`src/rtl/core/rdu_pkg.sv`:
```
package rdu_pkg;

  localparam int FRAC_BITS = 14;
  localparam int RATIO_BITS = FRAC_BITS + 4;
  localparam int IN_W = 16;
  localparam int OUT_W = 18;
  localparam int NUM_W = IN_W + FRAC_BITS;
  localparam int SQ_W = 2 * FRAC_BITS + 2;
  localparam int COS_W = FRAC_BITS + 2;
  localparam int DIV_STEPS = NUM_W;
  localparam int SQRT_STEPS = FRAC_BITS + 1;
  localparam int ACC_W = 64;

  localparam logic [IN_W-1:0] DEFAULT_INDEX_RST = IN_W'(16384);
  localparam logic [RATIO_BITS-1:0] RATIO_MAX = {RATIO_BITS{1'b1}};
  localparam logic [COS_W-1:0] ONE = COS_W'(1) << FRAC_BITS;

  typedef struct packed {
    logic signed [IN_W-1:0] dir_x;
    logic signed [IN_W-1:0] dir_y;
    logic signed [IN_W-1:0] dir_z;
    logic signed [IN_W-1:0] normal_x;
    logic signed [IN_W-1:0] normal_y;
    logic signed [IN_W-1:0] normal_z;
    logic [IN_W-1:0] new_index;
  } rdu_vec_t;

  typedef struct packed {
    logic [NUM_W-1:0] rem;
    logic [NUM_W-1:0] quo;
    logic [NUM_W-1:0] num;
    logic [IN_W-1:0] den;
    logic [COS_W-1:0] cos_i;
    logic big_i;
  } rdu_div_t;

  typedef struct packed {
    logic [SQ_W-1:0] rem;
    logic [COS_W-1:0] root;
    logic [SQ_W-1:0] val;
    logic [RATIO_BITS-1:0] ratio;
    logic [COS_W-1:0] cos_i;
    logic fixed_t;
    logic [COS_W-1:0] fixed_cos;
    logic reflect;
  } rdu_sqrt_t;

endpackage

```
`src/rtl/core/rdu_ratio.sv`:
```
module rdu_ratio (
  input  logic clk,
  input  logic rst,
  input  logic in_valid,
  input  logic [rdu_pkg::IN_W-1:0] cur_index,
  input  logic [rdu_pkg::IN_W-1:0] den,
  input  logic signed [rdu_pkg::IN_W-1:0] view_proj,
  input  rdu_pkg::rdu_vec_t in_vec,
  output logic out_valid,
  output logic [rdu_pkg::RATIO_BITS-1:0] ratio,
  output logic [rdu_pkg::COS_W-1:0] cos_i,
  output logic big_i,
  output rdu_pkg::rdu_vec_t out_vec
);
  import rdu_pkg::*;

  rdu_div_t st [DIV_STEPS+1];
  rdu_vec_t vec [DIV_STEPS+1];
  logic [DIV_STEPS:0] vld;

  always_comb begin
    logic [COS_W-1:0] a;
    a = view_proj[IN_W-1] ? COS_W'(-$signed({view_proj[IN_W-1], view_proj}))
                          : COS_W'(view_proj);
    st[0].rem = '0;
    st[0].quo = '0;
    st[0].num = {cur_index, FRAC_BITS'(0)};
    st[0].den = den;
    st[0].cos_i = a;
    st[0].big_i = (a >= ONE);
    vec[0] = in_vec;
    vld[0] = in_valid;
  end

  for (genvar i = 0; i < DIV_STEPS; i++) begin : g_div
    logic [NUM_W:0] trial;
    rdu_div_t nx;
    always_comb begin
      nx = st[i];
      trial = {st[i].rem, st[i].num[NUM_W-1-i]};
      if (trial >= {{(NUM_W+1-IN_W){1'b0}}, st[i].den}) begin
        nx.rem = NUM_W'(trial - {{(NUM_W+1-IN_W){1'b0}}, st[i].den});
        nx.quo = {st[i].quo[NUM_W-2:0], 1'b1};
      end else begin
        nx.rem = NUM_W'(trial);
        nx.quo = {st[i].quo[NUM_W-2:0], 1'b0};
      end
    end
    always_ff @(posedge clk) begin
      if (rst) begin
        vld[i+1] <= 1'b0;
      end else begin
        vld[i+1] <= vld[i];
      end
      st[i+1] <= nx;
      vec[i+1] <= vec[i];
    end
  end

  always_comb begin
    rdu_div_t f;
    f = st[DIV_STEPS];
    if (f.den == '0 || f.quo > NUM_W'(RATIO_MAX)) begin
      ratio = RATIO_MAX;
    end else begin
      ratio = f.quo[RATIO_BITS-1:0];
    end
    cos_i = f.cos_i;
    big_i = f.big_i;
    out_vec = vec[DIV_STEPS];
    out_valid = vld[DIV_STEPS];
  end
endmodule

```
`config.mk`:
```
export PLATFORM = sky130hd
export DESIGN_NAME = rdu_ratio
export DESIGN_NICKNAME = d
export VERILOG_FILES = /design/src/rtl/core/rdu_pkg.sv /design/src/rtl/core/rdu_ratio.sv
export SDC_FILE = /design/constraint.sdc
export NUM_CORES = 2
export LEC_CHECK = 0
export BUFFER_PORTS_ARGS = -buffer_cell sky130_fd_sc_hd__buf_2
export CAP_MARGIN = 25
export CORE_ASPECT_RATIO = 1.75
export CORE_MARGIN = 1.5
export CORE_UTILIZATION = 25
export DETAILED_ROUTE_END_ITERATION = 6
export GPL_TIMING_DRIVEN = 0
export SYNTH_ARGS = -nofsm -noshare
export SYNTH_HDL_FRONTEND = slang
export SYNTH_SLANG_ARGS = --single-unit
```
`constraint.sdc`:
```
create_clock -name clk -period 9.5 [get_ports clk]
set_clock_uncertainty 0.1 [all_clocks]
set_input_delay 1.9 -clock clk [delete_from_list [all_inputs] [get_ports clk]]
set_output_delay 1.9 -clock clk [all_outputs]
set_load 0.02 [all_outputs]
```
# Word level (Yosys, flattened, before mapping)
# Index checks and enable logic that the tools add are counted.
[word_totals]
regBits = 6228
output_inout_bits = 148
in_bits = 163
[classes]
add_sub_neg = 30
reduce_logical = 2
n_lt_le_gt_ge = 32
muxes = 32
[ops]
columns = ["op", "n"]
rows = [
  ["$mux W60", 28],
  ["$ge A31 B16 Y1", 29],
  ["$sub A30 B16 Y30", 28],
  ["$mux W31", 1],
  ["$gt A30 B18 Y1 const B", 1],
  ["$mux W18", 1],
  ["$sub A1 B16 Y17", 1],
  ["$ge A1 B16 Y1", 1],
  ["$ge A16 B15 Y1 const B", 1],
  ["$logic_not A16 Y1", 1],
  ["$mux W16", 1],
  ["$neg A16 Y16", 1],
  ["$logic_or A1 B1 Y1", 1],
  ["$mux W1", 1],
]

# Longest topological paths before layout
[logic_depth]
depth_word = 3
depth_mapped = 14

# Least setup slack after synthesis
# OpenSTA, ideal clock, no wires.
[synth_timing]
kind = "in2reg"
startpoint = "input view_proj[9] (netlist bit)"
endpoint = "register st, in the netlist g_div[1].nx[0]"
n_path_buf = 0
path_slack_ps = 5832
setup_time_ps = 123
arrival_ps = 3445
stages = 5
cell_sequence = "or4_1 -> or3_1 -> o31a_1 -> xor2_1 -> or2_2"
[synth_lines]
columns = ["item", "line", "rtl"]
rows = [
  ["from (decl)", "rdu_ratio.sv:7", "input logic signed [rdu_pkg::IN_W-1:0] view_proj,"],
  ["to (signal, indexed assignment)", "rdu_ratio.sv:55", "st[i+1] <= nx;"],
  ["to (decl)", "rdu_ratio.sv:17", "rdu_div_t st [DIV_STEPS+1];"],
]

# Worst setup path in the final report
[layout_timing]
startpoint = "register st[27] (netlist bit)"
endpoint = "output ratio[12] (netlist bit)"
[layout_via]
elab_chain_cells = 3
[layout_lines]
columns = ["item", "line", "rtl"]
rows = [
  ["$logic_not A16 Y1", "rdu_ratio.sv:63", "if (f.den == '0 || f.quo > NUM_W'(RATIO_MAX)) begin"],
  ["$logic_or A1 B1 Y1", "rdu_ratio.sv:63", ""],
  ["$mux W18", "rdu_ratio.sv:63", ""],
  ["to (decl)", "rdu_ratio.sv:10", "output logic [rdu_pkg::RATIO_BITS-1:0] ratio,"],
]
# No other way between the ends.

==> run summary <==
CP required: 7.50 ns
Least-Margin Pin Slew: 1.02 ns
CORE AREA: 611000 um2
Post-synth ARST share: 0%
# Post-CTS Setup Buffers: 0
final period utilization: 58.8%
CP Max Fanout: 10
CTS tree: done
RSZ-0062 raised after global routing: no
H-Tree Level Count: 6
dominant cells by area after synthesis: dfxtp_1, ha_1, xnor2_1
Final HPWL DP: 186 mm
Layout Area Growth over Synthesis: 20.2%
site row count: 380
Leak: 77.1 nW
Psw: 15.8 mW
status: finished, final reports clean
clock network power share: 37.6%
switch share: 26.1%
synthesized area: 153000 um2
PwrDens: 329 nW/um2
final RePlAce weighted congestion: 0.917
Post-CTS Resized: 0
Yosys reg bits: 5822
vias: 76200
Initial Utilization: 25.1%
min Tclk post-route: 5.59 ns
Max rail drop VDD: 0.000156 V
post-route DRC violation count: 0
min-delay worst type: reg2reg
global-route wire length before repair: 418 mm
Worst Setup Path Type: reg2out
Max Slew Vio Count: 0
R2R Path Start: g_div[16].nx[18]
Avg Synthesized Cell Area: 13.3 um2
vias in the first global route: 80100
R2R setup slack: 4.95 ns
EDFF count, synth: 0
die width: 595 um
DRT antenna net count: 0
reg-to-reg endpoint: g_div[17].trial[21]
post-placement cell area: 165000 um2
initial drt markers: 2708
global route overflow: 0
P_int: 44.8 mW
Longest Clk Path Bufs: 5
clk sinks: 5822
Hold Path Depth: 0
WL/cell: 12.7 um
maximum number of pins on one net before global-route repair: 19
Seq pwr share: 47.5%
Syn Nets: 12200
GRT Total Usage: 8.49%
layout cell share with drive strength beyond 1: 12.1%
CP Capture Type: output port
design area: 184000 um2
total CTS buffers: 562
post-DR vias/cell: 3.65
die height: 1.04 mm
Skew-Pair Late Insertion Delay: 1.00 ns
antenna violations before repair: 14
commonest non-fill, non-tap cell in the layout: dfxtp_1
Max Clock Freq: 179 MHz
final wirelength: 266 mm
DRT Pass-1 Iters: 6
max_slew headroom: 31.4%
Hold Buf Count CTS: 0
most frequent cells in the layout: dfxtp_1, inv_1, clkbuf_16
Reg2Reg Depth: 12
sequential area share after synthesis: 76.0%
crit path DAT: 3.59 ns
hold slack: 0.163 ns
top-level port count: 311
Max-Cap Viols: 0
setup TNS: 0 ns
DIE AREA: 619000 um2
Synth top area share: 76.0%
Yosys top cell by area: dfxtp_1
Min-Delay Startpoint: vec[281]
Synth Instances: 11500
Worst-path clk slew: 0.06 ns
final setup violation count: 0
Top FF cell, synth: dfxtp_1
Logic pwr share: 14.9%
Fin. Hold Viols: 0
nets: 13100
I/O Buffers: 309
Yosys warning count: 0
CP Launch Type: register
CTS root buf: clkbuf_16
worst hold path endpoint: vec[169]
post-synth cell types: 91
cell type report:
type | instances | area [um2]
antenna | 6 | 15.0
buffer | 257 | 1460
clock buffer | 729 | 15900
clock inverter | 262 | 3390
fill | 61200 | 427000
inverter | 620 | 2330
multi-input combinational | 4828 | 33100
sequential | 5822 | 117000
tap | 8022 | 10000
timing repair buffer | 322 | 1640
per-stage QoR:
step	util [%]	setup WS (ns)	instances	total power, mW
2_1_floorplan	-	5.83	11500	35.9
3_3_place_gp	27.0	3.41	19900	38.2
3_5_place_dp	27.0	4.34	19900	38.4
4_1_cts	30.2	3.20	20900	61.8
5_1_grt	30.2	3.68	20900	64.1
6_report	30.2	3.91	20900	60.7
worst max-delay path by stage:
stage	from	endpoint	slack [ns]	cells after the start
2_1_floorplan	view_proj[9]	g_div[1].nx[0]	5.83	5
3_3_place_gp	st[92]	ratio[10]	3.41	5
3_5_place_dp	st[27]	ratio[10]	4.34	6
4_1_cts	st[27]	ratio[10]	3.20	6
5_1_grt	st[27]	ratio[12]	3.68	7
6_report	st[27]	ratio[12]	3.91	7
cells by family (layout without fill, tap and decap cells):
group | count (synthesis) | count (layout) | synth area share [%]
AOI/OAI and AO/OA | 1479 | 1479 | 6.01
other | 0 | 6 | 0
muxes | 93 | 93 | 0.687
adders and majority gates | 494 | 494 | 4.17
xor gates and xnor gates | 714 | 714 | 4.08
DFF | 5822 | 5822 | 76.0
buffers and inverters | 877 | 2190 | 2.47
and+or+nand+nor | 2048 | 2048 | 6.64
Yosys cell counts (36+ instances only):
cell,n
dfxtp_1,5822
inv_1,617
nand2_1,543
ha_1,466
nor2_1,455
a21oi_1,432
o21ai_0,429
xnor2_1,369
xor2_1,345
nor3_1,210
a21o_1,163
buf_4,128
nor4_1,122
clkbuf_1,116
nand3_1,110
nor2b_1,103
nand2b_1,102
or3_1,95
mux2_2,83
o21a_1,75
nand4_1,71
o21bai_1,52
or2_2,51
or4_1,47
a211oi_1,45
o31ai_1,45
and2_1,36
critical path: stages, from the launching register on:
cell and delay, ns:
dfxtp_1 0.30, nor4_1 0.55, nand4_1 0.56, nand4_1 0.28, buf_8 0.20, clkbuf_1 0.25, or2_2 0.22, buf_2 0.18
sequential cells by signal, indices dropped and copies added (netlist names):
register	cells
st	481
out_vec	112
g_div.trial	857
big_i	1
cos_i	16
out_valid	1
g_div.nx	1077
vld	29
vec	3248
power by group through the flow:
| stage | clock, mW | sequential, mW | combinational [mW] |
|---|---|---|---|
| after floorplan | 0 | 28.8 | 7.01 |
| after global placement | 0 | 29.4 | 8.89 |
| after detailed placement | 0 | 29.4 | 9.00 |
| after CTS | 23.9 | 28.9 | 9.04 |
| after global routing | 24.9 | 29.2 | 10.1 |
| final | 22.8 | 28.8 | 9.01 |
layer usage:
metal	track usage, %	part of all wire (%)	vias up	wire length [um]
li1	-	-	39800	-
met1	8.16	38	34100	101000
met2	16.0	52	1453	137000
met3	1.81	4.1	900	10900
met4	5.89	6.4	0	17100
met5	0	0	-	0
Power figures use the tool's default switching activity.
