## src/rtl/core/rdu_pkg.sv

```systemverilog
package rdu_pkg;

  localparam int FRAC_BITS = 14;
  localparam int RATIO_BITS = FRAC_BITS + 4;
  localparam int IN_W = 16;
  localparam int OUT_W = 18;
  localparam int NUM_W = IN_W + FRAC_BITS;
  localparam int SQ_W = 2 * FRAC_BITS + 2;
  localparam int COS_W = FRAC_BITS + 2;
  localparam int DIV_STEPS = NUM_W;
  localparam int SQRT_STEPS = FRAC_BITS + 1;
  localparam int ACC_W = 64;

  localparam logic [IN_W-1:0] DEFAULT_INDEX_RST = IN_W'(16384);
  localparam logic [RATIO_BITS-1:0] RATIO_MAX = {RATIO_BITS{1'b1}};
  localparam logic [COS_W-1:0] ONE = COS_W'(1) << FRAC_BITS;

  typedef struct packed {
    logic signed [IN_W-1:0] dir_x;
    logic signed [IN_W-1:0] dir_y;
    logic signed [IN_W-1:0] dir_z;
    logic signed [IN_W-1:0] normal_x;
    logic signed [IN_W-1:0] normal_y;
    logic signed [IN_W-1:0] normal_z;
    logic [IN_W-1:0] new_index;
  } rdu_vec_t;

  typedef struct packed {
    logic [NUM_W-1:0] rem;
    logic [NUM_W-1:0] quo;
    logic [NUM_W-1:0] num;
    logic [IN_W-1:0] den;
    logic [COS_W-1:0] cos_i;
    logic big_i;
  } rdu_div_t;

  typedef struct packed {
    logic [SQ_W-1:0] rem;
    logic [COS_W-1:0] root;
    logic [SQ_W-1:0] val;
    logic [RATIO_BITS-1:0] ratio;
    logic [COS_W-1:0] cos_i;
    logic fixed_t;
    logic [COS_W-1:0] fixed_cos;
    logic reflect;
  } rdu_sqrt_t;

endpackage

```

## src/rtl/core/rdu_cos.sv

```systemverilog
module rdu_cos (
  input  logic clk,
  input  logic rst,
  input  logic in_valid,
  input  logic [rdu_pkg::RATIO_BITS-1:0] ratio,
  input  logic [rdu_pkg::COS_W-1:0] cos_i,
  input  logic big_i,
  input  rdu_pkg::rdu_vec_t in_vec,
  output logic out_valid,
  output logic [rdu_pkg::RATIO_BITS-1:0] ratio_o,
  output logic [rdu_pkg::COS_W-1:0] cos_i_o,
  output logic [rdu_pkg::COS_W-1:0] cos_t,
  output logic reflect,
  output rdu_pkg::rdu_vec_t out_vec
);
  import rdu_pkg::*;

  localparam int R2_W = 2 * RATIO_BITS - FRAC_BITS;

  logic v1, v2;
  logic [FRAC_BITS:0] om1;
  logic [R2_W-1:0] r2_1;
  logic [RATIO_BITS-1:0] ratio1, ratio2;
  logic [COS_W-1:0] ci1, ci2;
  logic big1, big2;
  logic [R2_W+FRAC_BITS:0] s2_2;
  rdu_vec_t vec1, vec2;
  rdu_sqrt_t sq [SQRT_STEPS+1];
  rdu_vec_t sv [SQRT_STEPS+1];
  logic [SQRT_STEPS:0] svld;

  always_ff @(posedge clk) begin
    if (rst) begin
      v1 <= 1'b0;
      v2 <= 1'b0;
    end else begin
      v1 <= in_valid;
      v2 <= v1;
    end
    om1 <= (FRAC_BITS+1)'(({{COS_W{1'b0}}, ONE} * {{COS_W{1'b0}}, ONE}
           - {{COS_W{1'b0}}, cos_i} * {{COS_W{1'b0}}, cos_i}) >> FRAC_BITS);
    r2_1 <= R2_W'(({{RATIO_BITS{1'b0}}, ratio} * {{RATIO_BITS{1'b0}}, ratio}) >> FRAC_BITS);
    ratio1 <= ratio;
    ci1 <= cos_i;
    big1 <= big_i;
    vec1 <= in_vec;
    s2_2 <= (R2_W+FRAC_BITS+1)'(({{(FRAC_BITS+1){1'b0}}, r2_1}
            * {{R2_W{1'b0}}, om1}) >> FRAC_BITS);
    ratio2 <= ratio1;
    ci2 <= ci1;
    big2 <= big1;
    vec2 <= vec1;
  end

  always_comb begin
    sq[0].rem = '0;
    sq[0].root = '0;
    sq[0].ratio = ratio2;
    sq[0].cos_i = ci2;
    sq[0].fixed_t = 1'b1;
    sq[0].reflect = 1'b0;
    sq[0].val = '0;
    if (big2) begin
      sq[0].fixed_cos = ONE;
    end else if (s2_2 >= (R2_W+FRAC_BITS+1)'(ONE)) begin
      sq[0].fixed_cos = '0;
      sq[0].reflect = 1'b1;
    end else begin
      sq[0].fixed_cos = '0;
      sq[0].fixed_t = 1'b0;
      sq[0].val = SQ_W'((ONE - COS_W'(s2_2)) ) << FRAC_BITS;
    end
    sv[0] = vec2;
    svld[0] = v2;
  end

  for (genvar i = 0; i < SQRT_STEPS; i++) begin : g_sqrt
    logic [SQ_W+1:0] trial;
    logic [SQ_W+1:0] rem2;
    rdu_sqrt_t nx;
    always_comb begin
      nx = sq[i];
      rem2 = {sq[i].rem, sq[i].val[SQ_W-1:SQ_W-2]};
      trial = {{(SQ_W+2-COS_W-2){1'b0}}, sq[i].root, 2'b01};
      nx.val = {sq[i].val[SQ_W-3:0], 2'b00};
      if (rem2 >= trial) begin
        nx.rem = SQ_W'(rem2 - trial);
        nx.root = {sq[i].root[COS_W-2:0], 1'b1};
      end else begin
        nx.rem = SQ_W'(rem2);
        nx.root = {sq[i].root[COS_W-2:0], 1'b0};
      end
    end
    always_ff @(posedge clk) begin
      if (rst) begin
        svld[i+1] <= 1'b0;
      end else begin
        svld[i+1] <= svld[i];
      end
      sq[i+1] <= nx;
      sv[i+1] <= sv[i];
    end
  end

  always_comb begin
    rdu_sqrt_t f;
    f = sq[SQRT_STEPS];
    out_valid = svld[SQRT_STEPS];
    ratio_o = f.ratio;
    cos_i_o = f.cos_i;
    cos_t = f.fixed_t ? f.fixed_cos : f.root;
    reflect = f.reflect;
    out_vec = sv[SQRT_STEPS];
  end
endmodule

```

## config.mk

```make
export PLATFORM = sky130hd
export DESIGN_NAME = rdu_cos
export DESIGN_NICKNAME = d
export VERILOG_FILES = /design/src/rtl/core/rdu_pkg.sv /design/src/rtl/core/rdu_cos.sv
export SDC_FILE = /design/constraint.sdc
export NUM_CORES = 2
export LEC_CHECK = 0
export BUFFER_PORTS_ARGS = -buffer_cell sky130_fd_sc_hd__buf_2
export CAP_MARGIN = 20
export CORE_AREA = 4 4 458 687
export CTS_CLUSTER_DIAMETER = 200
export DETAILED_ROUTE_END_ITERATION = 8
export DIE_AREA = 0 0 462 691
export SLEW_MARGIN = 20
export SYNTH_ARGS = -nofsm -noshare
export SYNTH_HDL_FRONTEND = slang
export SYNTH_SLANG_ARGS = --single-unit
export TNS_END_PERCENT = 10
```

## constraint.sdc

```tcl
create_clock -name clk -period 10 [get_ports clk]
set_clock_uncertainty 0.1 [all_clocks]
set_input_delay 2 -clock clk [delete_from_list [all_inputs] [get_ports clk]]
set_output_delay 2 -clock clk [all_outputs]
set_load 0.02 [all_outputs]
```

After elaboration in Yosys (flattened, before gate mapping)
Index checks and enable logic that the tools add are counted.
{ "classes": {"reduce_logical": 1, "muxes": 20, "n_addsub": 16, "magnitude_cmp": 16, "multipliers": 3} }
{ "ops": {"columns": ["op", "count"], "rows": [
  ["2-to-1 mux 46 bit", 13],
  [">= comparator 32 x 18 -> 1 bit", 14],
  ["subtractor 30 x 18 -> 30 bit", 13],
  ["2-to-1 mux 30 bit", 2],
  ["multiplier 22 x 15 -> 37 bit", 1],
  ["multiplier 18 x 18 -> 36 bit", 1],
  ["multiplier 16 x 16 -> 29 bit", 1],
  ["subtractor 29 bit (first input constant)", 1],
  [">= comparator 23 x 15 -> 1 bit (second input constant)", 1],
  ["2-to-1 mux 18 bit", 1],
  ["2-to-1 mux 16 bit", 1],
  ["subtractor 15 x 16 -> 16 bit (first input constant)", 1],
  ["2-to-1 mux 15 bit", 1],
  ["subtractor 2 x 1 -> 3 bit (second input constant)", 1],
  [">= comparator 2 x 1 -> 1 bit (second input constant)", 1],
  ["2-to-1 mux 1 bit", 2],
  ["OR reduction 2 bit", 1]
]} }
{ "totals": {"out_inout_bits": 164, "ff_bits": 3674, "input_bits": 150} }

Longest topological paths before layout
{ "logic_depth": {"ltp_word": 5, "depth_mapped": 25, "depth_no_buf": 23} }

Worst setup path after synthesis
Ideal clock, no wire load.
{ "synth_timing": {"path_kind": "in2reg", "startpoint": "input ratio[4] in the netlist's numbering", "endpoint": "register r2_1[21]", "path_stages": 23, "n_path_buf": 2, "setup_ns": 0.132, "arrival_time_ns": 7.959, "required_ns": 9.768, "slack_ns": 1.809, "cell_sequence": "clkbuf_1 clkbuf_1 nand2_1 fa_1 inv_1 fa_1 inv_1 fa_1 inv_1 fa_1 fa_1 inv_1 fa_1 inv_1 ha_1 o21ai_0 nand2b_1 nand3_1 a21oi_1 nand3_1 a2111oi_0 nor3_1 or3b_2"} }
{ "synth_between": {"elab_chain_cells": 1} }
{ "synth_rtl": {"columns": ["element", "line_no", "text"], "rows": [
  ["from (decl)", "rdu_cos.sv:5", "input logic [rdu_pkg::RATIO_BITS-1:0] ratio,"],
  ["multiplier 18 x 18 -> 36 bit", "rdu_cos.sv:42", "r2_1 <= R2_W'(({{RATIO_BITS{1'b0}}, ratio} * {{RATIO_BITS{1'b0}}, ratio}) >> FRAC_BITS);"],
  ["to (signal assigned)", "rdu_cos.sv:42", null],
  ["to (decl)", "rdu_cos.sv:22", "logic [R2_W-1:0] r2_1;"]
]} }
No other way between the ends.
A chain may end at the register's enable or synchronous reset.

Worst setup path after layout
{ "layout_timing": {"startpoint": "input ratio[6] in the netlist's numbering", "endpoint": "register r2_1[21]"} }
The elaborated chain is that of the path after synthesis.

==> flow_summary.toml <==
[outcome]
status = "completed"

[placement]
place_congestion = 0.842
hpwl_um = 121000
io_buffers = 312

[yosys]
syn-cell-area_um2 = 101000
synthAdderAreaFrac_pct = 18.3
synth_xor_area_share_pct = 3.21
synth_compound_area_share_pct = 3.15
netlist_instances = 7923
synthMuxAreaShare_pct = 0.403
ys.flop_type = "dfxtp_1"
yosys.area_share.simple_pct = 7.20
synth_top_area_cell = "dfxtp_1"
ys_async_sr_fraction_pct = 0
ys_warn_count = 0
synth_cell_types = 88
synth.area.top_cells = "dfxtp_1 62%, fa_1 13%, ha_1 5.3%"
synth_top_area_share_pct = 62.2
synth-seq-cells = 3154
synth_edf_count = 0
yosysSeqAreaShare_pct = 62.2
syn_avg_cell_area_um2 = 12.8
synth_top_family_by_area = "adder cells"

[die]
die_w_um = 462
rows = 250
dieArea_um2 = 319000
initial_core_util_pct = 32.9
core_um2 = 308000
ios = 314
die_h_um = 691

[detailed_routing]
first_pass_iters = 7
wire_per_inst_um = 13.4
vias_per_cell = 4.09
drt-initial-drc-count = 1922
drc = 0
wl_um = 167000
postRouteAntennaNets = 0
via_count = 51100

[final_layout]
area_delta_synth_final_pct = 14.7
layout-drive-gt1-share_pct = 10.1
fin_nets = 9502
fillers = 29300
seqCellArea_um2 = 63100
multi_input_area_um2 = 32800

[setup_path]
critPathLaunchType = "input pin"
r2r_slack_ns = 2.55
crit_type = "in -> reg"
worstPathRequired_ns = 10.59
cp-end-kind = "register"
cp_max_fo = 18
worstPathArrival_ns = 8.62

[clock_tree]
cts_max_path_buffers = 4
cts_tree = "done"
cts_hold_buffers = 0
clk_pin_slew_ns = 0.07
htreeDepth = 5
cts_root_buf = "clkbuf_16"
cts_resized = 0
clk_latency_ns = 0.82
numCtsBuffers = 289
post_cts_buffers = 0
cts.sinks = 3154

[flow_run]
maxCapViolCount = 0

[worst_hold_path]
worst_hold_path_type = "reg -> reg"

[timing]
finalSetupViolations = 0
fin_crit_ns = 8.03
hold_viol_final = 0
rsz0062_at_grt = "no"
tns_ns = 0
slew_headroom_pct = 27.5
worstMarginPinSlew_ns = 1.09
fmax_mhz = 124
final.period_utilization_pct = 80.3
slew_viol_final = 0

[grt]
first_global_vias = 56300
grt.overflow.total = 0
grt_pass1_wl_um = 276000
antenna_found_initial = 3
grt_max_degree = 28
grt_usage_pct = 10.5
==> cell type report <==
class | instances | area share [%]
inverters | 1048 | 3.38
flip-flops and latches | 3154 | 54.3
diodes | 1 | 0.00215
well taps | 4032 | 4.33
repair buffers | 324 | 1.42
clock inverters | 123 | 1.35
multi-input cells | 3444 | 28.2
clock buffers | 392 | 7.04
==> critical path, cell delays in order <==
cell	delay, ns
buf_2	0.38
inv_1	0.25
nor2_1	0.21
fa_1	0.45
fa_1	0.55
inv_1	0.05
fa_1	0.50
inv_1	0.05
fa_1	0.48
fa_1	0.55
inv_1	0.06
fa_1	0.52
inv_1	0.04
ha_1	0.32
a21oi_1	0.09
nor2b_1	0.15
nand2b_1	0.16
a211o_1	0.24
nand3_1	0.20
a2111oi_1	0.75
nor3_1	0.14
or3b_2	0.48
==> synth_stat cells, types with 15 or more instances <==
| library cell | n |
|---|---|
| nand4_1 | 23 |
| nand2_1 | 494 |
| nor3_1 | 92 |
| or3_1 | 49 |
| a211oi_1 | 21 |
| nor4_1 | 36 |
| o21bai_1 | 30 |
| nand2b_1 | 27 |
| nor2_1 | 223 |
| o21a_1 | 27 |
| mux2_2 | 31 |
| clkbuf_1 | 126 |
| xnor2_1 | 236 |
| ha_1 | 429 |
| or2_2 | 15 |
| o31ai_1 | 15 |
| nand3b_1 | 20 |
| o21ai_0 | 95 |
| a21oi_1 | 148 |
| buf_4 | 147 |
| inv_1 | 1048 |
| a21o_1 | 56 |
| or4_1 | 19 |
| dfxtp_1 | 3154 |
| and2_1 | 248 |
| nor2b_1 | 55 |
| xor2_1 | 136 |
| fa_1 | 662 |
| nand3_1 | 74 |
==> cell families (layout without fill, tap and decap cells) <==
family / after synthesis / count (layout)
xor gates and xnor gates: 372 / 372
and+or+nand+nor: 1447 / 1447
AOI/OAI and AO/OA: 493 / 493
adders and majority gates: 1091 / 1091
DFF: 3154 / 3154
buffers and inverters: 1328 / 1887
other: 1 / 5
muxes: 37 / 37
==> sequential cells by signal, indices dropped and copies added (netlist names), 14 cells and up <==
| register | flops |
|---|---|
| ratio2 | 18 |
| cos_i_o | 16 |
| g_sqrt.rem2 | 392 |
| out_vec | 112 |
| s2_2 | 23 |
| g_sqrt.nx | 560 |
| r2_1 | 22 |
| sv | 1680 |
| ci2 | 16 |
| ci1 | 16 |
| ratio_o | 18 |
| svld | 14 |
| om1 | 15 |
| sq | 17 |
| vec1 | 112 |
| g_sqrt.trial | 99 |
| ratio1 | 18 |
==> worst paths after layout <==
path                               start  endpoint  depth (start not counted)
worst max-delay path            ratio[6]  r2_1[21]                         22
worst min-delay path            sv[1748]  sv[1636]                          0
worst max register to register    om1[8]  s2_2[21]                         19
worst min register to register  sv[1748]  sv[1636]                          0
==> through the flow <==
step           setup WS, ns  util [%]  hold slack (ns)  cells  instance area [um2]
2_1_floorplan          1.81         -            0.210   7926               101000
3_3_place_gp          0.970      34.6            0.209  12000               107000
3_5_place_dp          0.877      34.6            0.212  12000               107000
4_1_cts                1.82      37.7            0.177  12500               116000
5_1_grt                1.56      37.7            0.199  12500               116000
6_report               1.97      37.7            0.189  12500               116000
==> layer usage <==
metal / part of all wire, % / vias to the layer above / track usage, %
met1: 37 / 24600 / 10.7
li1: - / 25200 / -
met4: 4.5 / 0 / 5.04
met5: 0 / - / 0
met3: 4.2 / 457 / 1.99
met2: 54 / 908 / 20.3
==> placed cells by master (no fill, tap or decap), types with 95 or more instances in the layout <==
cell,instances
clkbuf_16,296
ha_1,429
nand2_1,494
dfxtp_1,3154
xnor2_1,236
nor2_1,223
o21ai_0,95
and2_1,248
inv_1,1048
buf_2,312
fa_1,662
xor2_1,136
a21oi_1,147
Power is not shown: default switching activity piles up to over one toggle a cycle in this logic, so the estimate is an artifact.
